--- src/gbn_pkg.sv ---
// ----------------------------------------------------------------------------
// Go-Back-N sender package
// Shared field widths, codes, register map and record types.
// ----------------------------------------------------------------------------
package gbn_pkg;

  localparam int SEQ_W      = 32;
  localparam int TIME_W     = 32;
  localparam int RETRY_W    = 8;
  localparam int FUNC_W     = 2;
  localparam int KIND_W     = 2;
  localparam int SLOT_W     = 3;
  localparam int CNT_OUT_W  = 4;
  localparam int LIMIT_W    = 4;
  localparam int TMO_W      = 16;
  localparam int APB_DATA_W = 32;
  localparam int APB_ADDR_W = 3;
  localparam int MAX_RESULTS = 8;

  // Input item function codes
  localparam logic [FUNC_W-1:0] FUNC_ENQUEUE = 2'd0;
  localparam logic [FUNC_W-1:0] FUNC_ACK     = 2'd1;
  localparam logic [FUNC_W-1:0] FUNC_TIMEOUT = 2'd2;

  // Result kinds
  localparam logic [KIND_W-1:0] KIND_TRANSMIT = 2'd0;
  localparam logic [KIND_W-1:0] KIND_ACK      = 2'd1;
  localparam logic [KIND_W-1:0] KIND_REJECT   = 2'd2;

  // Register index, taken from paddr[2]
  localparam logic REG_WINDOW_LIMIT = 1'b0;
  localparam logic REG_TIMEOUT      = 1'b1;

  localparam logic [LIMIT_W-1:0] WINDOW_LIMIT_RST = 4'd8;
  localparam logic [TMO_W-1:0]   TIMEOUT_RST      = 16'd2;

  typedef struct packed {
    logic [LIMIT_W-1:0] window_limit;
    logic [TMO_W-1:0]   timeout_seconds;
  } cfg_t;

  // One ring slot: only ever read while occupied, so no reset value
  typedef struct packed {
    logic [SEQ_W-1:0]   seq;
    logic [TIME_W-1:0]  stamp;
    logic [RETRY_W-1:0] retry;
    logic               sent;
  } entry_t;

  typedef struct packed {
    logic [KIND_W-1:0]    kind;
    logic [SLOT_W-1:0]    slot;
    logic [SEQ_W-1:0]     frame_seq;
    logic [RETRY_W-1:0]   retries;
    logic [CNT_OUT_W-1:0] acked_count;
    logic [CNT_OUT_W-1:0] outstanding;
    logic                 last;
  } result_t;

  function automatic logic [RETRY_W-1:0] retry_inc(input logic [RETRY_W-1:0] r);
    return (r == {RETRY_W{1'b1}}) ? r : r + RETRY_W'(1);
  endfunction

endpackage

--- src/gbn_if.sv ---
// ----------------------------------------------------------------------------
// Go-Back-N sender channels
// Command channel and result channel, valid/ready with payload.
// ----------------------------------------------------------------------------
interface gbn_cmd_if;
  logic                        valid;
  logic                        ready;
  logic [gbn_pkg::FUNC_W-1:0]  func;
  logic [gbn_pkg::SEQ_W-1:0]   seq;
  logic [gbn_pkg::TIME_W-1:0]  now;

  modport source (output valid, func, seq, now, input ready);
  modport sink   (input valid, func, seq, now, output ready);
endinterface

interface gbn_res_if;
  logic                          valid;
  logic                          ready;
  logic [gbn_pkg::KIND_W-1:0]    kind;
  logic [gbn_pkg::SLOT_W-1:0]    slot;
  logic [gbn_pkg::SEQ_W-1:0]     frame_seq;
  logic [gbn_pkg::RETRY_W-1:0]   retries;
  logic [gbn_pkg::CNT_OUT_W-1:0] acked_count;
  logic [gbn_pkg::CNT_OUT_W-1:0] outstanding;
  logic                          last;

  modport source (output valid, kind, slot, frame_seq, retries, acked_count, outstanding,
                  last, input ready);
  modport sink   (input valid, kind, slot, frame_seq, retries, acked_count, outstanding,
                  last, output ready);
endinterface

--- src/gbn_cfg.sv ---
// ----------------------------------------------------------------------------
// Go-Back-N sender configuration registers
// APB-style register file holding the scan limit and the timeout.
// ----------------------------------------------------------------------------
module gbn_cfg (
  input  logic                             clk,
  input  logic                             rst,
  input  logic                             psel,
  input  logic                             penable,
  input  logic                             pwrite,
  input  logic [gbn_pkg::APB_ADDR_W-1:0]   paddr,
  input  logic [gbn_pkg::APB_DATA_W-1:0]   pwdata,
  output logic [gbn_pkg::APB_DATA_W-1:0]   prdata,
  output logic                             pready,
  output gbn_pkg::cfg_t                    cfg
);

  logic wr_en;

  assign pready = 1'b1;
  assign wr_en  = psel && penable && pwrite && pready;

  always_ff @(posedge clk) begin
    if (rst) begin
      cfg.window_limit    <= gbn_pkg::WINDOW_LIMIT_RST;
      cfg.timeout_seconds <= gbn_pkg::TIMEOUT_RST;
    end else if (wr_en) begin
      unique case (paddr[2])
        gbn_pkg::REG_WINDOW_LIMIT: begin
          cfg.window_limit <= pwdata[gbn_pkg::LIMIT_W-1:0];
        end
        gbn_pkg::REG_TIMEOUT: begin
          cfg.timeout_seconds <= pwdata[gbn_pkg::TMO_W-1:0];
        end
      endcase
    end
  end

  always_comb begin
    unique case (paddr[2])
      gbn_pkg::REG_WINDOW_LIMIT: begin
        prdata = gbn_pkg::APB_DATA_W'(cfg.window_limit);
      end
      gbn_pkg::REG_TIMEOUT: begin
        prdata = gbn_pkg::APB_DATA_W'(cfg.timeout_seconds);
      end
    endcase
  end

endmodule

--- src/go_back_n_sender_window.sv ---
// ----------------------------------------------------------------------------
// Go-Back-N sender window
// Ring of frame slots with enqueue/transmit, cumulative ack and go-back-n
// retransmission on timeout, walked one slot per cycle unless the output stalls.
// ----------------------------------------------------------------------------
// Usage:
//   cmd : one transaction per command (func, seq, now). Enqueue stores a frame
//         in the tail slot and sends every ready frame in the scanned window;
//         ack retires head frames whose sequence is below seq; timeout check
//         resends every sent frame in the scanned window once any of them has aged past the timeout.
//   res : transmit records, one ack status, or an enqueue-full reject. The
//         final record of a command carries last = 1. Commands that send
//         nothing give no record.
//   APB : register 0 window_limit (addr 0), register 1 timeout_seconds (addr 4).
// Timing: cmd.ready is high only while the sequencer is idle. A slot memory
//   with one read and one write port feeds a single compare/update stage, one
//   slot per cycle while the output does not stall. Enqueue walks the scan
//   length n (at most 8), a timeout check walks it once and again to resend,
//   and an ack walks the occupied slots until one is not below seq; a reject
//   goes straight to the flush state and an unused code back to idle.
// Reset: the window empties (head and occupancy cleared); slot contents are
//   only read while occupied and need no clearing pass. Config registers
//   return to window_limit 8 and timeout 2.
// Stall: records leave through a holding stage and an output register; a
//   stalled receiver freezes the slot walk until the output frees up.
// ----------------------------------------------------------------------------
module go_back_n_sender_window #(
  parameter int WINDOW_SLOTS = 8
) (
  input  logic                           clk,
  input  logic                           rst,
  gbn_cmd_if.sink                        cmd,
  gbn_res_if.source                      res,
  input  logic                           psel,
  input  logic                           penable,
  input  logic                           pwrite,
  input  logic [gbn_pkg::APB_ADDR_W-1:0] paddr,
  input  logic [gbn_pkg::APB_DATA_W-1:0] pwdata,
  output logic [gbn_pkg::APB_DATA_W-1:0] prdata,
  output logic                           pready
);

  localparam int IW       = $clog2(WINDOW_SLOTS);
  localparam int CW       = $clog2(WINDOW_SLOTS + 1);
  localparam int SCAN_CAP = (WINDOW_SLOTS < gbn_pkg::MAX_RESULTS) ?
                            WINDOW_SLOTS : gbn_pkg::MAX_RESULTS;
  localparam logic [IW:0]   WS_WIDE = (IW + 1)'(WINDOW_SLOTS);
  localparam logic [CW-1:0] WS_CNT  = CW'(WINDOW_SLOTS);

  typedef enum logic [4:0] {
    S_IDLE  = 5'b00001,
    S_SEND  = 5'b00010,
    S_CHECK = 5'b00100,
    S_ACK   = 5'b01000,
    S_FLUSH = 5'b10000
  } state_t;

  function automatic logic [IW-1:0] ring_add(input logic [IW-1:0] b,
                                             input logic [CW-1:0] o);
    logic [IW:0] s;
    s = (IW + 1)'(b) + (IW + 1)'(o);
    if (s >= WS_WIDE) s = s - WS_WIDE;
    return s[IW-1:0];
  endfunction

  function automatic logic [gbn_pkg::CNT_OUT_W-1:0] sat15(input logic [CW-1:0] v);
    return (32'(v) > 32'd15) ? 4'd15 : gbn_pkg::CNT_OUT_W'(v);
  endfunction

  gbn_pkg::cfg_t cfg;

  gbn_cfg u_cfg (
    .clk     (clk),
    .rst     (rst),
    .psel    (psel),
    .penable (penable),
    .pwrite  (pwrite),
    .paddr   (paddr),
    .pwdata  (pwdata),
    .prdata  (prdata),
    .pready  (pready),
    .cfg     (cfg)
  );

  // Control state
  state_t          state;
  logic [IW-1:0]   head;
  logic [CW-1:0]   count;
  logic [IW-1:0]   base;
  logic [CW-1:0]   off;
  logic [CW-1:0]   lim;
  logic            bump;
  logic            expired;
  logic            ack_go;
  logic [CW-1:0]   acked;
  logic            stg_valid;
  logic            hold_valid;
  logic            out_valid;

  // Payload
  logic [gbn_pkg::SEQ_W-1:0]  seq_q;
  logic [gbn_pkg::TIME_W-1:0] now_q;
  logic [CW-1:0]              stg_off;
  logic [IW-1:0]              stg_idx;
  gbn_pkg::entry_t            rd_entry;
  gbn_pkg::result_t           hold;
  gbn_pkg::result_t           out_res;
  gbn_pkg::result_t           out_next;

  gbn_pkg::entry_t            slot_mem [WINDOW_SLOTS];

  // Datapath
  logic                       accept;
  logic                       full;
  logic [IW-1:0]              tail;
  logic [CW-1:0]              scan_len;
  logic                       scanning;
  logic                       issue_ok;
  logic                       issue;
  logic                       phase_end;
  logic [IW-1:0]              rd_addr;
  logic                       stg_occ;
  logic                       tx_hit;
  logic                       out_free;
  logic                       stall;
  logic                       ack_less;
  logic                       ack_retire;
  logic                       ack_stop;
  logic                       aged;
  logic [gbn_pkg::RETRY_W-1:0] new_retry;
  logic                       mem_we;
  logic [IW-1:0]              mem_waddr;
  gbn_pkg::entry_t            mem_wdata;
  gbn_pkg::result_t           tx_res;
  gbn_pkg::result_t           ack_res;
  gbn_pkg::result_t           rej_res;
  logic                       flush_move;
  logic                       out_load;

  assign cmd.ready = (state == S_IDLE);
  assign accept    = cmd.valid && cmd.ready;
  assign full      = (count == WS_CNT);
  assign tail      = ring_add(head, count);

  // Scan length: window_limit capped at the ring size and the result cap
  assign scan_len = (32'(cfg.window_limit) > 32'(SCAN_CAP)) ?
                    CW'(SCAN_CAP) : CW'(cfg.window_limit);

  assign scanning  = (state == S_SEND) || (state == S_CHECK) || (state == S_ACK);
  assign issue_ok  = (off < lim) && !((state == S_ACK) && !ack_go);
  assign rd_addr   = ring_add(base, off);
  assign stg_occ   = (stg_off < count);
  assign out_free  = !out_valid || res.ready;

  // Send: every occupied slot that is ready, or every occupied slot on resend
  assign tx_hit    = (state == S_SEND) && stg_valid && stg_occ && (!rd_entry.sent || bump);
  assign stall     = tx_hit && hold_valid && !out_free;
  assign issue     = scanning && issue_ok && !stall;
  assign phase_end = scanning && !issue_ok && !stg_valid;

  assign ack_less   = (rd_entry.seq < seq_q);
  assign ack_retire = (state == S_ACK) && stg_valid && ack_go && ack_less;
  assign ack_stop   = (state == S_ACK) && stg_valid && ack_go && !ack_less;

  assign aged      = ((now_q - rd_entry.stamp) > gbn_pkg::TIME_W'(cfg.timeout_seconds));
  assign new_retry = (bump && rd_entry.sent) ? gbn_pkg::retry_inc(rd_entry.retry) :
                     rd_entry.retry;

  // Single write port: enqueue in idle, write-back of a sent slot otherwise
  assign mem_we    = (accept && (cmd.func == gbn_pkg::FUNC_ENQUEUE) && !full) ||
                     (tx_hit && !stall);
  assign mem_waddr = (state == S_IDLE) ? tail : stg_idx;

  always_comb begin
    if (state == S_IDLE) begin
      mem_wdata.seq   = cmd.seq;
      mem_wdata.stamp = cmd.now;
      mem_wdata.retry = '0;
      mem_wdata.sent  = 1'b0;
    end else begin
      mem_wdata.seq   = rd_entry.seq;
      mem_wdata.stamp = now_q;
      mem_wdata.retry = new_retry;
      mem_wdata.sent  = 1'b1;
    end
  end

  always_comb begin
    tx_res.kind        = gbn_pkg::KIND_TRANSMIT;
    tx_res.slot        = gbn_pkg::SLOT_W'(stg_idx);
    tx_res.frame_seq   = rd_entry.seq;
    tx_res.retries     = new_retry;
    tx_res.acked_count = '0;
    tx_res.outstanding = sat15(count);
    tx_res.last        = 1'b0;

    ack_res             = '0;
    ack_res.kind        = gbn_pkg::KIND_ACK;
    ack_res.acked_count = sat15(acked);
    ack_res.outstanding = sat15(count);

    rej_res             = '0;
    rej_res.kind        = gbn_pkg::KIND_REJECT;
    rej_res.outstanding = sat15(count);
  end

  // Output register takes the held record when a newer one displaces it, or
  // at the end of the command as the final record
  assign flush_move = (state == S_FLUSH) && hold_valid && out_free;
  assign out_load   = (tx_hit && !stall && hold_valid) || flush_move;

  always_comb begin
    out_next      = hold;
    out_next.last = flush_move;
  end

  assign res.valid       = out_valid;
  assign res.kind        = out_res.kind;
  assign res.slot        = out_res.slot;
  assign res.frame_seq   = out_res.frame_seq;
  assign res.retries     = out_res.retries;
  assign res.acked_count = out_res.acked_count;
  assign res.outstanding = out_res.outstanding;
  assign res.last        = out_res.last;

  // Slot memory: registered read on issue, one write a cycle
  always_ff @(posedge clk) begin
    if (mem_we) begin
      slot_mem[mem_waddr] <= mem_wdata;
    end
    if (issue) begin
      rd_entry <= slot_mem[rd_addr];
    end
  end

  // Payload registers
  always_ff @(posedge clk) begin
    if (accept) begin
      seq_q <= cmd.seq;
      now_q <= cmd.now;
    end
    if (issue) begin
      stg_off <= off;
      stg_idx <= rd_addr;
    end
    if (out_load) begin
      out_res <= out_next;
    end
    if (accept && (cmd.func == gbn_pkg::FUNC_ENQUEUE) && full) begin
      hold <= rej_res;
    end else if (tx_hit && !stall) begin
      hold <= tx_res;
    end else if ((state == S_ACK) && phase_end) begin
      hold <= ack_res;
    end
  end

  // Sequencer and window control
  always_ff @(posedge clk) begin
    if (rst) begin
      state      <= S_IDLE;
      head       <= '0;
      count      <= '0;
      base       <= '0;
      off        <= '0;
      lim        <= '0;
      bump       <= 1'b0;
      expired    <= 1'b0;
      ack_go     <= 1'b0;
      acked      <= '0;
      stg_valid  <= 1'b0;
      hold_valid <= 1'b0;
      out_valid  <= 1'b0;
    end else begin
      // Slot walk: advance the offset on each read, hold everything on stall
      if (!stall) begin
        stg_valid <= issue;
      end
      if (issue) begin
        off <= off + CW'(1);
      end

      if (out_load) begin
        out_valid <= 1'b1;
      end else if (res.ready) begin
        out_valid <= 1'b0;
      end

      if (state == S_CHECK && stg_valid && stg_occ && rd_entry.sent && aged) begin
        expired <= 1'b1;
      end

      if (ack_retire) begin
        head  <= ring_add(head, CW'(1));
        count <= count - CW'(1);
        acked <= acked + CW'(1);
      end
      if (ack_stop) begin
        ack_go <= 1'b0;
      end

      unique case (state)
        S_IDLE: begin
          if (accept) begin
            base <= head;
            off  <= '0;
            unique case (cmd.func)
              gbn_pkg::FUNC_ENQUEUE: begin
                if (full) begin
                  hold_valid <= 1'b1;
                  state      <= S_FLUSH;
                end else begin
                  count <= count + CW'(1);
                  lim   <= scan_len;
                  bump  <= 1'b0;
                  state <= S_SEND;
                end
              end
              gbn_pkg::FUNC_ACK: begin
                lim    <= count;
                acked  <= '0;
                ack_go <= 1'b1;
                state  <= S_ACK;
              end
              gbn_pkg::FUNC_TIMEOUT: begin
                lim     <= scan_len;
                expired <= 1'b0;
                state   <= S_CHECK;
              end
              default: begin
                state <= S_IDLE;
              end
            endcase
          end
        end
        S_SEND: begin
          if (tx_hit && !stall) begin
            hold_valid <= 1'b1;
          end
          if (phase_end) begin
            state <= S_FLUSH;
          end
        end
        S_CHECK: begin
          if (phase_end) begin
            if (expired) begin
              off   <= '0;
              bump  <= 1'b1;
              state <= S_SEND;
            end else begin
              state <= S_IDLE;
            end
          end
        end
        S_ACK: begin
          if (phase_end) begin
            hold_valid <= 1'b1;
            state      <= S_FLUSH;
          end
        end
        S_FLUSH: begin
          if (!hold_valid) begin
            state <= S_IDLE;
          end else if (out_free) begin
            hold_valid <= 1'b0;
            state      <= S_IDLE;
          end
        end
        default: begin
          state <= S_IDLE;
        end
      endcase
    end
  end

  // Occupancy never exceeds the ring
  a_count_bound: assert property (@(posedge clk) disable iff (rst)
    32'(count) <= WINDOW_SLOTS)
    else $error("window occupancy above ring size");

  // A stalled slot walk must not write back or read ahead
  a_stall_freeze: assert property (@(posedge clk) disable iff (rst)
    stall |-> (!mem_we && !issue))
    else $error("slot walk moved during output stall");

  // Ack retires at most one frame per cycle
  a_ack_step: assert property (@(posedge clk) disable iff (rst)
    (state == S_ACK) |=> (count == $past(count) || count == $past(count) - CW'(1)))
    else $error("ack retired more than one frame in a cycle");

  // The record in the output register holds until it is taken
  a_out_hold: assert property (@(posedge clk) disable iff (rst)
    (out_valid && !res.ready) |=> (out_valid && $stable(out_res)))
    else $error("pending record changed before it was taken");

endmodule

--- src/flat_wrapper.sv ---
// flat-port wrapper written by rule: the top's interface ports become plain ports
module go_back_n_sender_window_flat 
#(
  parameter int WINDOW_SLOTS = 8
)
  (clk, rst, psel, penable, pwrite, paddr, pwdata, prdata, pready, cmd_valid, cmd_func, cmd_seq, cmd_now, cmd_ready, res_valid, res_kind, res_slot, res_frame_seq, res_retries, res_acked_count, res_outstanding, res_last, res_ready);
  gbn_cmd_if cmd_i ();
  gbn_res_if res_i ();
  input  logic clk;
  input  logic rst;
  input  logic psel;
  input  logic penable;
  input  logic pwrite;
  input  logic [gbn_pkg::APB_ADDR_W-1:0] paddr;
  input  logic [gbn_pkg::APB_DATA_W-1:0] pwdata;
  output logic [gbn_pkg::APB_DATA_W-1:0] prdata;
  output logic pready;
  input wire logic [$bits(cmd_i.valid)-1:0] cmd_valid;
  input wire logic [$bits(cmd_i.func)-1:0] cmd_func;
  input wire logic [$bits(cmd_i.seq)-1:0] cmd_seq;
  input wire logic [$bits(cmd_i.now)-1:0] cmd_now;
  output wire logic [$bits(cmd_i.ready)-1:0] cmd_ready;
  output wire logic [$bits(res_i.valid)-1:0] res_valid;
  output wire logic [$bits(res_i.kind)-1:0] res_kind;
  output wire logic [$bits(res_i.slot)-1:0] res_slot;
  output wire logic [$bits(res_i.frame_seq)-1:0] res_frame_seq;
  output wire logic [$bits(res_i.retries)-1:0] res_retries;
  output wire logic [$bits(res_i.acked_count)-1:0] res_acked_count;
  output wire logic [$bits(res_i.outstanding)-1:0] res_outstanding;
  output wire logic [$bits(res_i.last)-1:0] res_last;
  input wire logic [$bits(res_i.ready)-1:0] res_ready;
  assign cmd_i.valid = cmd_valid;
  assign cmd_i.func = cmd_func;
  assign cmd_i.seq = cmd_seq;
  assign cmd_i.now = cmd_now;
  assign cmd_ready = cmd_i.ready;
  assign res_valid = res_i.valid;
  assign res_kind = res_i.kind;
  assign res_slot = res_i.slot;
  assign res_frame_seq = res_i.frame_seq;
  assign res_retries = res_i.retries;
  assign res_acked_count = res_i.acked_count;
  assign res_outstanding = res_i.outstanding;
  assign res_last = res_i.last;
  assign res_i.ready = res_ready;
  go_back_n_sender_window #(.WINDOW_SLOTS(WINDOW_SLOTS)) u_core (.clk(clk), .rst(rst), .cmd(cmd_i), .res(res_i), .psel(psel), .penable(penable), .pwrite(pwrite), .paddr(paddr), .pwdata(pwdata), .prdata(prdata), .pready(pready));
endmodule
--- config.mk ---
export PLATFORM = sky130hd
export DESIGN_NAME = go_back_n_sender_window_flat
export DESIGN_NICKNAME = d
export VERILOG_FILES = /design/src/gbn_pkg.sv /design/src/gbn_if.sv /design/src/gbn_cfg.sv /design/src/go_back_n_sender_window.sv /design/src/flat_wrapper.sv
export SDC_FILE = /design/constraint.sdc
export NUM_CORES = 1
export LEC_CHECK = 0
export BUFFER_PORTS_ARGS = -buffer_cell sky130_fd_sc_hd__buf_4
export CAP_MARGIN = 20
export CORE_UTILIZATION = 60
export CTS_BUF_LIST = sky130_fd_sc_hd__clkbuf_8
export DETAILED_ROUTE_END_ITERATION = 8
export PLACE_DENSITY = 0.78
export SLEW_MARGIN = 25
export SYNTH_ARGS = -nofsm -noshare
export SYNTH_HDL_FRONTEND = slang
export SYNTH_HIERARCHICAL = 1
export SYNTH_SLANG_ARGS = --single-unit
--- constraint.sdc ---
create_clock -name clk -period 7.6 [get_ports clk]
set_input_delay 0.76 -clock clk [delete_from_list [all_inputs] [get_ports clk]]
set_output_delay 0.76 -clock clk [all_outputs]
set_load 0.02 [all_outputs]
==> results.toml <==
[run_status]
outcome = "completed"

[final_layout]
nFillCells = 3857
final_nets = 2734
final_cell_count_no_fill = 3424
drive_gt1_share_pct = 23.8
antenna_cells = 0
syn_to_final_growth_pct = 12.5

[yosys]
ys_warn_count = 6
yosysTopAreaCell = "edfxtp_1"
synth.distinct_cells = 83
syn_avg_cell_area_sq_um = 16.1
synth_top_area_share_pct = 63.8
synth_seq_cells = 888
yosysMostFrequentCell = "edfxtp_1"
netlist_area_sq_um = 37000
synth-async-reset-ratio_pct = 0
synthTopCellsByCount = "edfxtp_1, nand2_1, mux4_2, dfxtp_1, inv_1"
synth_flop_cell = "edfxtp_1"
synthTopCellsByArea = "edfxtp_1, mux4_2, dfxtp_1"
yosysSeqAreaShare_pct = 69.3
netlist_instances = 2296
synth_edf_count = 786

[global_route]
grt_pass1_vias = 21200
grt_pass1_wl_um = 121000
antenna_found_initial = 3
grt.total_usage_pct = 25.6
gr-total-overflow = 0
grt_max_degree = 98

[setup_path]
crit_type = "flop to flop"
start_kind = "flop"
worstPathArrival_ps = 4910
path_max_fanout = 47
setup.worst_path.end_class = "flop"
cp_data_required_time_ps = 7990

[sta]
rsz0062_at_grt = "no"
fmax_ghz = 0.221
setup_slack_ps = 3080
fin_setup_tns_ps = 0
drv_slew = 0
tightest_slew_ps = 987
hold_violations = 0
relSlewSlack_pct = 33.6
clock_skew_ps = 33.7
min_period_ps = 4520
setup_viol = 0
finalCritPeriodShare_pct = 59.4

[floorplanning]
die_w_um = 250
pin_count = 197
start_util_pct = 61.0
fp.dieArea_sq_um = 62700
num_rows = 90
die_h_um = 250
design.core.area_sq_um = 60700

[routing]
final_antenna_net_count = 0
wl_per_cell_um = 22.9
drtIter0Drc = 1840
totalWireLength_um = 78300
dr.pass1.iters = 5
drc_errors = 0
via_count = 20700
vias_per_cell = 6.05

[cts]
postCtsSetupBuffers = 0
root_buffer = "clkbuf_8"
h-tree-depth = 4
post_cts_resized = 0
clockBufferDepth = 3
cts.clk_slew.worst_paths_ps = 60
clock-sinks = 888
clk-insertion-delay-late_ps = 800
ctsHoldBuffers = 0
cts_buffers = 140
cts_tree = "built"

[placed_design]
dp.final_hpwl_um = 46600
dp.cells = 3171
port_buffers = 161
globalplace.congestion = 0.859
dpl_worst_slack_ps = 3150

[min_path]
hold_class = "primary input to flop"

[power_and_ir_drop]
p_per_area_nw_per_um2 = 303
p_total_w = 0.0126
ir_drop_mv = 0.249
p_leak_nw = 14.8

[flow_run]
max-cap-violations = 0
-- final cells by class --
cell class | count | area, sq um | area share (%)
Clock buffer | 147 | 2020 | 4.86
Multi-Input combinational cell | 1209 | 10500 | 25.3
Tap cell | 782 | 978 | 2.35
Sequential cell | 888 | 25600 | 61.6
Timing Repair Buffer | 190 | 1490 | 3.58
Inverter | 102 | 384 | 0.923
Clock inverter | 106 | 552 | 1.33
-- cells by family (layout without fill, tap and decap cells) --
logic type	after synthesis	in the layout	synth area share (%)
adder cells (fa/ha/maj)	95	95	3.27
buffers and inverters	214	545	2.63
other	2	17	0.0203
AND/OR/NAND/NOR	537	537	6.90
AO/OA/AOI/OAI	265	265	4.82
flip-flops	888	888	69.3
XOR/XNOR	37	37	0.876
multiplexers	258	258	12.2
-- critical path, cell delays in order, from the launching register on --
cell and delay, ps:
dfxtp_1 580, inv_1 190, ha_1 320, a21boi_0 110, o21ai_0 150, and3b_1 210
nand3_1 240, nand2b_1 490, a21o_1 400, nor2_4 130, buf_4 430, buf_4 760
-- state kept, by name (all words and copies together) (netlist names), 3 cells and up --
| name | flops |
|---|---|
| u_core/acked | 4 |
| u_core/base | 3 |
| u_core/count | 4 |
| u_core/head | 3 |
| u_core/hold | 53 |
| u_core/lim | 4 |
| u_core/now_q | 32 |
| u_core/off | 4 |
| u_core/rd_entry | 73 |
| u_core/res.acked_count | 4 |
| u_core/res.frame_seq | 32 |
| u_core/res.outstanding | 4 |
| u_core/res.retries | 8 |
| u_core/res.slot | 3 |
| u_core/seq_q | 32 |
| u_core/slot_mem | 584 |
| u_core/state | 5 |
| u_core/stg_idx | 3 |
| u_core/stg_off | 4 |
| u_core/u_cfg/cfg | 20 |
-- routing by layer --
metal / up-vias / routed length (um) / track usage, %
li1: 9259 / - / -
met1: 10400 / 32000 / 34.4
met2: 859 / 38700 / 41.9
met3: 160 / 5370 / 4.88
met4: 6 / 2120 / 9.66
met5: - / 41 / 0
-- placed cells by master (no fill, tap or decap), types with 5 or more instances in the layout --
cell	n
nor2b_1	12
conb_1	17
mux4_2	146
buf_4	185
and2_1	16
mux2_2	77
clkinvlp_4	5
nor4_1	5
o21ai_0	46
clkinv_1	21
a22o_1	33
a21oi_1	75
dfxtp_1	102
nand2b_1	45
a21o_1	25
inv_1	159
or3_1	7
nand3_1	23
a31oi_1	10
ha_1	91
edfxtp_1	786
nand4_1	18
nor3_1	21
and4_1	6
xnor2_1	24
xor2_1	12
clkbuf_8	147
o31ai_1	5
nand2_1	258
o211ai_1	8
nor2_4	9
o21ai_1	5
or2_2	6
a211oi_1	12
nor3b_1	7
nor2_1	77
mux2i_1	35
clkinv_2	10
-- report_power, final --
group	total [W]	switching, W	leakage [nW]	internal, W
Clock	0.00371	0.00181	1.53	0.00190
Sequential	0.00641	0.000120	8.05	0.00629
Combinational	0.00248	0.00178	5.25	0.000700
Total	0.0126	0.00371	14.8	0.00889
-- stage by stage --
step           area [sq um]  hold WS [ps]  utilization (%)
2_1_floorplan         37100           400                -
3_3_place_gp          39000           411             64.3
3_5_place_dp          39000           415             64.3
4_1_cts               41600          95.2             68.5
5_1_grt               41600           114             68.6
6_report              41600           156             68.6
-- worst paths after layout --
check,from,to,slack (ps),depth (start not counted)
setup / recovery,u_core/count[2]$_SDFF_PP0_,u_core/slot_mem[6][36]$_DFFE_PP_,3080,11
hold / removal,cmd_seq[27],u_core/seq_q[27]$_DFFE_PP_,160,1
setup reg to reg,u_core/count[2]$_SDFF_PP0_,u_core/slot_mem[6][36]$_DFFE_PP_,3080,11
hold reg to reg,u_core/hold[4]$_DFFE_PP_,u_core/res.outstanding[3]$_DFFE_PP_,420,0
No activity file was read; power rests on OpenSTA's default activity.
